`src/hw/rtl/imu_calibration_scaler_unit_defines.svh`:
```
// Assertion macros shared by the calibration scaler RTL.
`ifndef IMU_CALIBRATION_SCALER_UNIT_DEFINES_SVH
`define IMU_CALIBRATION_SCALER_UNIT_DEFINES_SVH

// Overlapping implication, checked on every rising clock edge outside reset.
`define IMUCS_ASSERT_SAME(lbl, ante, cons, msg) \
   lbl: assert property (@(posedge clock) disable iff (reset) (ante) |-> (cons)) \
      else $error(msg);

// Implication whose consequent is checked in the cycle after the antecedent.
`define IMUCS_ASSERT_NEXT(lbl, ante, cons, msg) \
   lbl: assert property (@(posedge clock) disable iff (reset) (ante) |=> (cons)) \
      else $error(msg);

`endif

```
`src/hw/rtl/imucs_pkg.sv`:
```
// Package with widths, codes and default constants of the calibration scaler.
`timescale 1ns / 1ps

package imucs_pkg;

   // Field and state widths.
   localparam int unsigned AXES     = 3;
   localparam int unsigned AXIS_W   = 2;
   localparam int unsigned KIND_W   = 2;
   localparam int unsigned SAMPLE_W = 16;
   localparam int unsigned NUM_W    = 28;
   localparam int unsigned DEN_W    = 18;
   localparam int unsigned NMAG_W   = 27;
   localparam int unsigned DMAG_W   = 17;
   localparam int unsigned PROD_W   = NMAG_W + SAMPLE_W;
   localparam int unsigned RESULT_W = 32;
   localparam int unsigned CNT_W    = $clog2(PROD_W + 1);
   localparam int unsigned STATE_W  = 2;

   // Stream widths.
   localparam int unsigned REQ_TDATA_W = 96;
   localparam int unsigned REQ_TUSER_W = 4;
   localparam int unsigned RSP_TDATA_W = 32;
   localparam int unsigned RSP_TUSER_W = 5;

   // Request kinds.
   localparam logic [KIND_W-1:0] KIND_GYRO_CAL    = 2'd0;
   localparam logic [KIND_W-1:0] KIND_ACCEL_CAL   = 2'd1;
   localparam logic [KIND_W-1:0] KIND_GYRO_SAMPLE = 2'd2;
   localparam logic [KIND_W-1:0] KIND_ACCEL_SAMPLE = 2'd3;

   // Sensor constants.
   localparam int ACC_RES_PER_G    = 8192;
   localparam int GYRO_RES_PER_DPS = 1024;
   localparam int GYRO_SPAN        = 2048;
   localparam int ACC_SPAN_G       = 4;
   localparam int DEFAULT_DENOM    = 32767;
   localparam int GYRO_RES_SHIFT   = $clog2(GYRO_RES_PER_DPS);

   typedef logic signed [NUM_W-1:0] numer_type;
   typedef logic signed [DEN_W-1:0] denom_type;

   localparam numer_type GYRO_NUM_DEFAULT  = NUM_W'(GYRO_SPAN * GYRO_RES_PER_DPS);
   localparam numer_type ACCEL_NUM_DEFAULT = NUM_W'(ACC_SPAN_G * ACC_RES_PER_G);
   localparam numer_type ACCEL_NUM_CAL     = NUM_W'(2 * ACC_RES_PER_G);
   localparam denom_type DEN_DEFAULT       = DEN_W'(DEFAULT_DENOM);

endpackage

```
`src/hw/rtl/imu_calibration_scaler_unit.sv`:
```
// Top level of the gyro and accel calibration scaler.
`timescale 1ns / 1ps

// Per-axis sensitivity scaler for gyro and accel readings. A calibration request
// loads the numerator/denominator pair of one axis (a zero denominator loads the
// default pair and sets the fallback flag) and answers with a zero value. A sample
// request returns numer*raw/denom, truncated toward zero and saturated to 32 bits.
// Requests are taken one at a time. A calibration request goes from IDLE straight to
// DONE, which loads the result. A sample goes from IDLE, which latches the magnitudes,
// to MUL for the bit-serial multiply of the numerator by the raw magnitude, to DIV
// for the restoring divide (one 18-bit subtract and compare per quotient bit) and to
// DONE to saturate into the result register; DONE waits while that register is full.
// The next request is taken in IDLE after DONE. A result waits in the output
// register until the result transfer, while the block takes and works on the next request.
module imu_calibration_scaler_unit (
   input  logic                               clock,
   input  logic                               reset,
   input  logic                               req_tvalid,
   output logic                               req_tready,
   // cal_plus, cal_minus, cal_bias, speed_plus, speed_minus, raw_sample
   input  logic [imucs_pkg::REQ_TDATA_W-1:0]  req_tdata,
   // req_type, axis
   input  logic [imucs_pkg::REQ_TUSER_W-1:0]  req_tuser,
   output logic                               rsp_tvalid,
   input  logic                               rsp_tready,
   // scaled_value
   output logic [imucs_pkg::RSP_TDATA_W-1:0]  rsp_tdata,
   // axis_echo, kind_echo, fallback_used
   output logic [imucs_pkg::RSP_TUSER_W-1:0]  rsp_tuser
);
   import imucs_pkg::*;

   `include "imu_calibration_scaler_unit_defines.svh"

   localparam logic [STATE_W-1:0] ST_IDLE = 2'd0;
   localparam logic [STATE_W-1:0] ST_MUL  = 2'd1;
   localparam logic [STATE_W-1:0] ST_DIV  = 2'd2;
   localparam logic [STATE_W-1:0] ST_DONE = 2'd3;

   localparam logic [CNT_W-1:0] MUL_LAST = CNT_W'(SAMPLE_W - 1);
   localparam logic [CNT_W-1:0] DIV_LAST = CNT_W'(PROD_W - 1);

   // Request fields.
   logic [KIND_W-1:0]          kind;
   logic [AXIS_W-1:0]          axis;
   logic signed [SAMPLE_W-1:0] cal_plus;
   logic signed [SAMPLE_W-1:0] cal_minus;
   logic signed [SAMPLE_W-1:0] cal_bias;
   logic signed [SAMPLE_W-1:0] speed_plus;
   logic signed [SAMPLE_W-1:0] speed_minus;
   logic signed [SAMPLE_W-1:0] raw_sample;

   assign kind        = req_tuser[1:0];
   assign axis        = req_tuser[3:2];
   assign cal_plus    = $signed(req_tdata[15:0]);
   assign cal_minus   = $signed(req_tdata[31:16]);
   assign cal_bias    = $signed(req_tdata[47:32]);
   assign speed_plus  = $signed(req_tdata[63:48]);
   assign speed_minus = $signed(req_tdata[79:64]);
   assign raw_sample  = $signed(req_tdata[95:80]);

   // Registers.
   logic [STATE_W-1:0]  state_ff, state_in;
   logic [CNT_W-1:0]    cnt_ff, cnt_in;
   logic [SAMPLE_W-1:0] mplier_ff, mplier_in;
   logic [NMAG_W-1:0]   n_mag_ff, n_mag_in;
   logic [DMAG_W-1:0]   d_mag_ff, d_mag_in;
   logic [PROD_W-1:0]   prod_ff, prod_in;
   logic [DMAG_W-1:0]   rem_ff, rem_in;
   logic                neg_ff, neg_in;
   logic [KIND_W-1:0]   kind_ff, kind_in;
   logic [AXIS_W-1:0]   axis_ff, axis_in;
   logic                fb_ff, fb_in;
   logic                rsp_valid_ff, rsp_valid_in;
   logic [RSP_TDATA_W-1:0] rsp_data_ff, rsp_data_in;
   logic [RSP_TUSER_W-1:0] rsp_user_ff, rsp_user_in;
   numer_type gyro_num_ff [AXES];
   numer_type gyro_num_in [AXES];
   denom_type gyro_den_ff [AXES];
   denom_type gyro_den_in [AXES];
   numer_type accel_num_ff [AXES];
   numer_type accel_num_in [AXES];
   denom_type accel_den_ff [AXES];
   denom_type accel_den_in [AXES];

   logic req_fire;
   logic axis_ok;
   logic [AXIS_W-1:0] axis_idx;

   assign req_tready = (state_ff == ST_IDLE);
   assign req_fire   = req_tvalid && req_tready;
   assign axis_ok    = (axis < AXIS_W'(AXES));
   assign axis_idx   = axis_ok ? axis : '0;

   // Calibration terms: gyro bias-relative spans and reference speed sum, and the accel span.
   logic signed [SAMPLE_W:0] plus_off;
   logic signed [SAMPLE_W:0] minus_off;
   logic signed [SAMPLE_W:0] plus_off_neg;
   logic signed [SAMPLE_W:0] minus_off_neg;
   logic [SAMPLE_W-1:0]      plus_abs;
   logic [SAMPLE_W-1:0]      minus_abs;
   logic [DMAG_W-1:0]        gyro_den_sum;
   logic signed [SAMPLE_W:0] speed_sum;
   numer_type                gyro_num_cal;
   logic signed [SAMPLE_W:0] accel_den_cal;

   assign plus_off      = {cal_plus[SAMPLE_W-1], cal_plus} - {cal_bias[SAMPLE_W-1], cal_bias};
   assign minus_off     = {cal_minus[SAMPLE_W-1], cal_minus} - {cal_bias[SAMPLE_W-1], cal_bias};
   assign plus_off_neg  = -plus_off;
   assign minus_off_neg = -minus_off;
   assign plus_abs      = plus_off[SAMPLE_W] ? plus_off_neg[SAMPLE_W-1:0]
                                             : plus_off[SAMPLE_W-1:0];
   assign minus_abs     = minus_off[SAMPLE_W] ? minus_off_neg[SAMPLE_W-1:0]
                                              : minus_off[SAMPLE_W-1:0];
   assign gyro_den_sum  = {1'b0, plus_abs} + {1'b0, minus_abs};
   assign speed_sum     = {speed_plus[SAMPLE_W-1], speed_plus}
                        + {speed_minus[SAMPLE_W-1], speed_minus};
   assign gyro_num_cal  = {{(NUM_W - SAMPLE_W - 1 - GYRO_RES_SHIFT){speed_sum[SAMPLE_W]}},
                           speed_sum, {GYRO_RES_SHIFT{1'b0}}};
   assign accel_den_cal = {cal_plus[SAMPLE_W-1], cal_plus}
                        - {cal_minus[SAMPLE_W-1], cal_minus};

   // Sample operands: magnitudes and the common sign of the quotient and remainder terms.
   numer_type           sel_num;
   denom_type           sel_den;
   numer_type           sel_num_neg;
   denom_type           sel_den_neg;
   logic signed [SAMPLE_W-1:0] raw_neg;
   logic [NMAG_W-1:0]   sel_n_mag;
   logic [DMAG_W-1:0]   sel_d_mag;
   logic [SAMPLE_W-1:0] sel_r_mag;

   assign sel_num     = (kind == KIND_GYRO_SAMPLE) ? gyro_num_ff[axis_idx]
                                                   : accel_num_ff[axis_idx];
   assign sel_den     = (kind == KIND_GYRO_SAMPLE) ? gyro_den_ff[axis_idx]
                                                   : accel_den_ff[axis_idx];
   assign sel_num_neg = -sel_num;
   assign sel_den_neg = -sel_den;
   assign raw_neg     = -raw_sample;
   assign sel_n_mag   = sel_num[NUM_W-1] ? sel_num_neg[NMAG_W-1:0] : sel_num[NMAG_W-1:0];
   assign sel_d_mag   = sel_den[DEN_W-1] ? sel_den_neg[DMAG_W-1:0] : sel_den[DMAG_W-1:0];
   assign sel_r_mag   = raw_sample[SAMPLE_W-1] ? raw_neg : raw_sample;

   // Restoring divide step.
   logic [DMAG_W:0] trial;
   logic [DMAG_W:0] trial_diff;
   logic            trial_fits;

   assign trial      = {rem_ff, prod_ff[PROD_W-1]};
   assign trial_diff = trial - {1'b0, d_mag_ff};
   assign trial_fits = (trial >= {1'b0, d_mag_ff});

   // Saturation of the signed quotient to the result width.
   logic [RESULT_W-1:0] prod_neg;
   logic                pos_over;
   logic                neg_over;
   logic [RESULT_W-1:0] sat_value;

   assign prod_neg = ~prod_ff[RESULT_W-1:0] + RESULT_W'(1);
   assign pos_over = |prod_ff[PROD_W-1:RESULT_W-1];
   assign neg_over = (|prod_ff[PROD_W-1:RESULT_W])
                  || (prod_ff[RESULT_W-1] && (|prod_ff[RESULT_W-2:0]));

   always_comb begin
      if (neg_ff) begin
         sat_value = neg_over ? {1'b1, {(RESULT_W-1){1'b0}}} : prod_neg;
      end else begin
         sat_value = pos_over ? {1'b0, {(RESULT_W-1){1'b1}}} : prod_ff[RESULT_W-1:0];
      end
   end

   // Sequencer and next-state logic.
   always_comb begin
      state_in     = state_ff;
      cnt_in       = cnt_ff;
      mplier_in    = mplier_ff;
      n_mag_in     = n_mag_ff;
      d_mag_in     = d_mag_ff;
      prod_in      = prod_ff;
      rem_in       = rem_ff;
      neg_in       = neg_ff;
      kind_in      = kind_ff;
      axis_in      = axis_ff;
      fb_in        = fb_ff;
      rsp_data_in  = rsp_data_ff;
      rsp_user_in  = rsp_user_ff;
      rsp_valid_in = rsp_valid_ff && !rsp_tready;
      gyro_num_in  = gyro_num_ff;
      gyro_den_in  = gyro_den_ff;
      accel_num_in = accel_num_ff;
      accel_den_in = accel_den_ff;

      case (state_ff)
         ST_IDLE: begin
            if (req_fire) begin
               kind_in  = kind;
               axis_in  = axis;
               fb_in    = 1'b0;
               prod_in  = '0;
               neg_in   = 1'b0;
               state_in = ST_DONE;
               case (kind)
                  KIND_GYRO_CAL: begin
                     if (axis_ok) begin
                        if (gyro_den_sum == '0) begin
                           gyro_num_in[axis_idx] = GYRO_NUM_DEFAULT;
                           gyro_den_in[axis_idx] = DEN_DEFAULT;
                           fb_in = 1'b1;
                        end else begin
                           gyro_num_in[axis_idx] = gyro_num_cal;
                           gyro_den_in[axis_idx] = {1'b0, gyro_den_sum};
                        end
                     end
                  end
                  KIND_ACCEL_CAL: begin
                     if (axis_ok) begin
                        if (accel_den_cal == '0) begin
                           accel_num_in[axis_idx] = ACCEL_NUM_DEFAULT;
                           accel_den_in[axis_idx] = DEN_DEFAULT;
                           fb_in = 1'b1;
                        end else begin
                           accel_num_in[axis_idx] = ACCEL_NUM_CAL;
                           accel_den_in[axis_idx] = {accel_den_cal[SAMPLE_W], accel_den_cal};
                        end
                     end
                  end
                  default: begin
                     // Samples with a valid axis and nonzero divisor start the multiply.
                     if (axis_ok && (sel_d_mag != '0)) begin
                        n_mag_in  = sel_n_mag;
                        d_mag_in  = sel_d_mag;
                        mplier_in = sel_r_mag;
                        neg_in    = sel_num[NUM_W-1] ^ sel_den[DEN_W-1]
                                  ^ raw_sample[SAMPLE_W-1];
                        cnt_in    = MUL_LAST;
                        state_in  = ST_MUL;
                     end
                  end
               endcase
            end
         end
         ST_MUL: begin
            // One multiplier bit per cycle, most significant first.
            prod_in   = {prod_ff[PROD_W-2:0], 1'b0}
                      + (mplier_ff[SAMPLE_W-1] ? PROD_W'(n_mag_ff) : '0);
            mplier_in = {mplier_ff[SAMPLE_W-2:0], 1'b0};
            cnt_in    = cnt_ff - CNT_W'(1);
            if (cnt_ff == '0) begin
               rem_in   = '0;
               cnt_in   = DIV_LAST;
               state_in = ST_DIV;
            end
         end
         ST_DIV: begin
            // One quotient bit per cycle shifts in where the dividend shifts out.
            rem_in  = trial_fits ? trial_diff[DMAG_W-1:0] : trial[DMAG_W-1:0];
            prod_in = {prod_ff[PROD_W-2:0], trial_fits};
            cnt_in  = cnt_ff - CNT_W'(1);
            if (cnt_ff == '0) begin
               state_in = ST_DONE;
            end
         end
         ST_DONE: begin
            // Load the result register once it is free or being emptied.
            if (!rsp_valid_ff || rsp_tready) begin
               rsp_valid_in = 1'b1;
               rsp_data_in  = sat_value;
               rsp_user_in  = {fb_ff, kind_ff, axis_ff};
               state_in     = ST_IDLE;
            end
         end
         default: begin
            state_in = ST_IDLE;
         end
      endcase
   end

   // Control registers and per-axis calibration state.
   always_ff @(posedge clock) begin
      if (reset) begin
         state_ff     <= ST_IDLE;
         rsp_valid_ff <= 1'b0;
         for (int i = 0; i < AXES; i++) begin
            gyro_num_ff[i]  <= GYRO_NUM_DEFAULT;
            gyro_den_ff[i]  <= DEN_DEFAULT;
            accel_num_ff[i] <= ACCEL_NUM_DEFAULT;
            accel_den_ff[i] <= DEN_DEFAULT;
         end
      end else begin
         state_ff     <= state_in;
         rsp_valid_ff <= rsp_valid_in;
         gyro_num_ff  <= gyro_num_in;
         gyro_den_ff  <= gyro_den_in;
         accel_num_ff <= accel_num_in;
         accel_den_ff <= accel_den_in;
      end
   end

   // Datapath registers.
   always_ff @(posedge clock) begin
      cnt_ff      <= cnt_in;
      mplier_ff   <= mplier_in;
      n_mag_ff    <= n_mag_in;
      d_mag_ff    <= d_mag_in;
      prod_ff     <= prod_in;
      rem_ff      <= rem_in;
      neg_ff      <= neg_in;
      kind_ff     <= kind_in;
      axis_ff     <= axis_in;
      fb_ff       <= fb_in;
      rsp_data_ff <= rsp_data_in;
      rsp_user_ff <= rsp_user_in;
   end

   assign rsp_tvalid = rsp_valid_ff;
   assign rsp_tdata  = rsp_data_ff;
   assign rsp_tuser  = rsp_user_ff;

   // Checks on the sequencer and the stored calibration.
   `IMUCS_ASSERT_NEXT(a_cal_den_nonzero,
      req_fire && axis_ok && ((kind == KIND_GYRO_CAL) || (kind == KIND_ACCEL_CAL)),
      (gyro_den_ff[axis_ff] != '0) && (accel_den_ff[axis_ff] != '0),
      "calibration left a zero denominator")
   `IMUCS_ASSERT_NEXT(a_div_rem_below_divisor, state_ff == ST_DIV, rem_ff < d_mag_ff,
      "divider remainder not below divisor")
   `IMUCS_ASSERT_NEXT(a_done_holds_when_blocked,
      (state_ff == ST_DONE) && rsp_valid_ff && !rsp_tready,
      (state_ff == ST_DONE) && !req_tready,
      "finished item left the sequencer while the result register was full")

endmodule
```
`config.mk`:
```
export PLATFORM = sky130hd
export DESIGN_NAME = imu_calibration_scaler_unit
export DESIGN_NICKNAME = d
export VERILOG_FILES = /design/src/hw/rtl/imucs_pkg.sv /design/src/hw/rtl/imu_calibration_scaler_unit.sv
export VERILOG_INCLUDE_DIRS = /design/src /design/src/hw/rtl
export SDC_FILE = /design/constraint.sdc
export NUM_CORES = 1
export LEC_CHECK = 0
export BUFFER_PORTS_ARGS = -buffer_cell sky130_fd_sc_hd__buf_2
export CAP_MARGIN = 30
export CORE_ASPECT_RATIO = 1.75
export CORE_MARGIN = 5
export CORE_UTILIZATION = 40
export CTS_CLUSTER_DIAMETER = 200
export DETAILED_ROUTE_END_ITERATION = 16
export GPL_TIMING_DRIVEN = 0
export MAX_ROUTING_LAYER = met4
export PLACE_DENSITY_LB_ADDON = 0.2
export SYNTH_ARGS = -nofsm -noshare
export SYNTH_HDL_FRONTEND = slang
export SYNTH_SLANG_ARGS = --single-unit
```
`constraint.sdc`:
```
create_clock -name clock -period 6.75 [get_ports clock]
set_input_delay 0.3375 -clock clock [delete_from_list [all_inputs] [get_ports clock]]
set_output_delay 0.3375 -clock clock [all_outputs]
set_load 0.005 [all_outputs]
```
==> metrics.md <==
| Metric | Value |
|---|---|
| Most frequent cells after synthesis | 279 x dfxtp_1, 273 x nand2_1, 173 x nor2_1 |
| Final nets | 3222 |
| Measured slew at the worst slew-check pin | 0.946 ns |
| Drt wl/cell | 21.7 microns |
| H-tree depth | 2 |
| Status | finished, final reports clean |
| Total GRT Usage | 23.4% |
| CP bufs+invs | 5 |
| Top cell by count, worst path | or4_1 |
| Via count | 21900 |
| # IOs | 143 |
| Total power | 9480 uW |
| Fraction of final layout cells sized beyond drive strength 1 | 11.4% |
| Row cnt | 124 |
| Simple-gate portion of the synthesized area | 17.8% |
| Synth Flop Type | dfxtp_1 |
| Path type of the worst setup path | in -> reg |
| Area delta synth->final | 13.1% |
| Largest net degree at the start of global routing | 34 |
| Area fraction of the dominant cell type after synthesis | 21.3% |
| DRC | 0 |
| Count of max-cap constraint violations | 0 |
| CTS buffer count | 42 |
| Headroom to the max-slew limit | 35.3% |
| Clock Sinks | 448 |
| DR vias/cell | 5.72 |
| Clock Path Buffers | 3 |
| Synth Area in XOR/XNOR | 5.96% |
| Global-route wire length before repair | 127000 microns |
| Cts hold-fix bufs | 0 |
| Post-synthesis instance total | 2770 |
| Main combinational cell family by area after synthesis | compound AO/OA/AOI/OAI gates |
| RSZ-0062 raised after global routing | false |
| Synth Area in Compound Gates | 19.0% |
| Pwr dens | 320 nW/um^2 |
| Multiplexer share of the synthesized area | 5.64% |
| Final hold vios | 0 |
| Final WS setup | 0.197 ns |
| Worst slack, placed | -1.61 ns |
| Vias in the first global route | 22600 |
| Port bufs | 142 |
| Reg2Reg Depth | 13 |
| Slew Limit Fails | 0 |
| CP peak stage delay | 0.54 ns |
| Min-Delay Path Depth | 1 |
| Leak Pwr | 0.0114 uW |
| DP HPWL | 66600 microns |
| CTS root buffer | clkbuf_16 |
| Mapped cell area | 26200 sq um |
| Worst-path maximum fanout | 10 |
| Die Wd | 203 microns |
| Final Cycle Share | 97.1% |
| Levels on crit path | 27 |
| Syn. warnings | 0 |
| Post-synthesis async set-or-reset flop share | 0% |
| RePlAce Congestion | 0.943 |
| Clk_skew | 0.0181 ns |
| Data required, critical path | 7.13 ns |
| Post-Synthesis Net Count | 3018 |
| Total grt overflow | 0 |
| Die footprint | 70900 sq um |
| Drt total wl | 83000 microns |
| Arrival @ worst endpoint | 6.93 ns |
| Yosys reg bits | 448 |
| CTS tree | built |
| Crit end category | flip-flop |
| Core ar. | 65200 sq um |
| Number of synthesized flops with an enable pin | 169 |
| Mapped Avg Cell Area | 9.45 sq um |
| Count leader, synth | dfxtp_1 |
| Final ANT Viol Nets | 0 |
| Seq/Total Area, Yosys | 40.7% |
| Slowest cell on crit path | or4_1 |
| VDD IR-drop max | 157 uV |
| Setup crit start kind | primary input |
| Initial antenna violation count | 1 |
| Worst-Skew Late Latency | 0.58 ns |
| Fmax | 153 MHz |
| Cell family contributing the most delay on the critical path | simple AND/OR/NAND/NOR gates |
| Synth area leader | dfxtp_1 |
| Crit path time final | 6.55 ns |
| Initial Util | 40.2% |
| Worst-path clk slew | 0.06 ns |
| Drt pass-1 iters | 10 |
| # setup viols final | 0 |
| Chip Height | 348 microns |
| Main area contributors after synthesis | dfxtp_1 21%, edfxtp_1 19%, ha_1 6.5% |
| Fill cells | 6327 |
| Initial DRC Count | 1264 |
| Count of different cell masters after synthesis | 97 |
| Fraction of the mapped netlist area in adder cells | 7.08% |
| HP Class | in -> reg |
## cells by family (layout without fill, tap and decap cells)
group / count (synthesis) / in the layout
flops: 448 / 448
simple gates: 918 / 918
buf+inv: 254 / 491
other cells: 0 / 1
xor+xnor: 178 / 178
fa+ha+maj: 144 / 144
compound gates: 721 / 721
mux: 107 / 107
## final cells by class
type,count,area (sq um),area share [%]
Inverter,124,465,1.57
Buffer,130,552,1.86
Clock inverter,20,228,0.769
Tap cell,819,1020,3.46
Clock buffer,57,1160,3.91
Timing Repair Buffer,160,892,3.01
Multi-Input combinational cell,2068,14600,49.4
Antenna cell,1,2.50,0.00845
Sequential cell,448,10700,36.0
## per-stage QoR
stage	cells	hold WS, ns	TNS (ns)	cell area (sq um)	utilization, %
finish	3827	0.0840	0	29600	45.4
detailed placement	3738	0.406	-125.82	28000	43.0
CTS	3820	0.0546	0	29500	45.3
global placement	3731	0.404	-202.81	27900	42.8
global route	3827	0.0531	0	29600	45.4
floorplan	2770	0.400	0	26200	-
## path summary, 6_finish.rpt
path / startpoint / endpoint / slack (ns)
setup / recovery: req_tdata[16] / fb_ff$_SDFFCE_PP0P_ / 0.20
hold / removal: req_tuser[2] / axis_ff[0]$_DFFE_PP_ / 0.08
setup reg to reg: prod_ff[1]$_SDFFCE_PN0P_ / rsp_tdata[20]$_DFFE_PP_ / 1.93
hold reg to reg: axis_ff[0]$_DFFE_PP_ / rsp_tuser[0]$_DFFE_PP_ / 0.42
## cell usage in the layout, fill, tap and decap left out, types with 11 or more instances in the layout
| cell type | n |
|---|---|
| and2_1 | 153 |
| a22oi_1 | 17 |
| nand4_1 | 15 |
| nand2_1 | 273 |
| mux2i_1 | 62 |
| nor2_1 | 171 |
| clkbuf_1 | 107 |
| xor2_1 | 72 |
| buf_4 | 17 |
| nand2b_1 | 22 |
| edfxtp_1 | 169 |
| or2_2 | 13 |
| o311ai_1 | 26 |
| buf_2 | 160 |
| o21bai_1 | 20 |
| a31oi_1 | 23 |
| ha_1 | 137 |
| nor4_1 | 14 |
| a21o_1 | 27 |
| a21oi_1 | 152 |
| a211oi_1 | 17 |
| xnor2_1 | 104 |
| o21ai_0 | 112 |
| nor3_1 | 63 |
| o22a_1 | 72 |
| nor2b_1 | 44 |
| o221ai_1 | 11 |
| or3_1 | 32 |
| mux4_2 | 31 |
| a22o_1 | 37 |
| dfxtp_1 | 279 |
| o211ai_1 | 12 |
| o21a_1 | 34 |
| nand3_1 | 43 |
| or4_1 | 16 |
| o31ai_1 | 17 |
| o21ai_1 | 36 |
| inv_1 | 121 |
| clkbuf_16 | 42 |
| and3_1 | 14 |
## power breakdown
part / internal, uW / switching (uW)
Clock: 1340 / 1090
Sequential: 3240 / 298
Combinational: 1270 / 2240
## state kept, by name, summed over array words and instances (netlist names), 16 cells and up, named ones only
signal and flops:
n_mag_ff 27, mplier_ff 16, rsp_tdata 32, accel_num_ff 78, prod_ff 43, gyro_num_ff 84, d_mag_ff 17, gyro_den_ff 54
accel_den_ff 54, rem_ff 17
## metal layers
layer  track usage (%)  vias to the layer above  part of all wire [%]
met5                 -                        -                     0
met4              14.4                        0                   7.5
met3              2.32                      240                   3.3
met2              45.2                      613                    54
met1              21.8                    10500                    35
li1                  -                    10500                     -
## timing repair
item / CTS / global route
setup buffers: 5 / 6
endpoints found under the setup margin: 100 / 61
gates resized for setup: 12 / 12
pin swaps: 3 / 5
No activity file was read; power rests on OpenSTA's default activity.
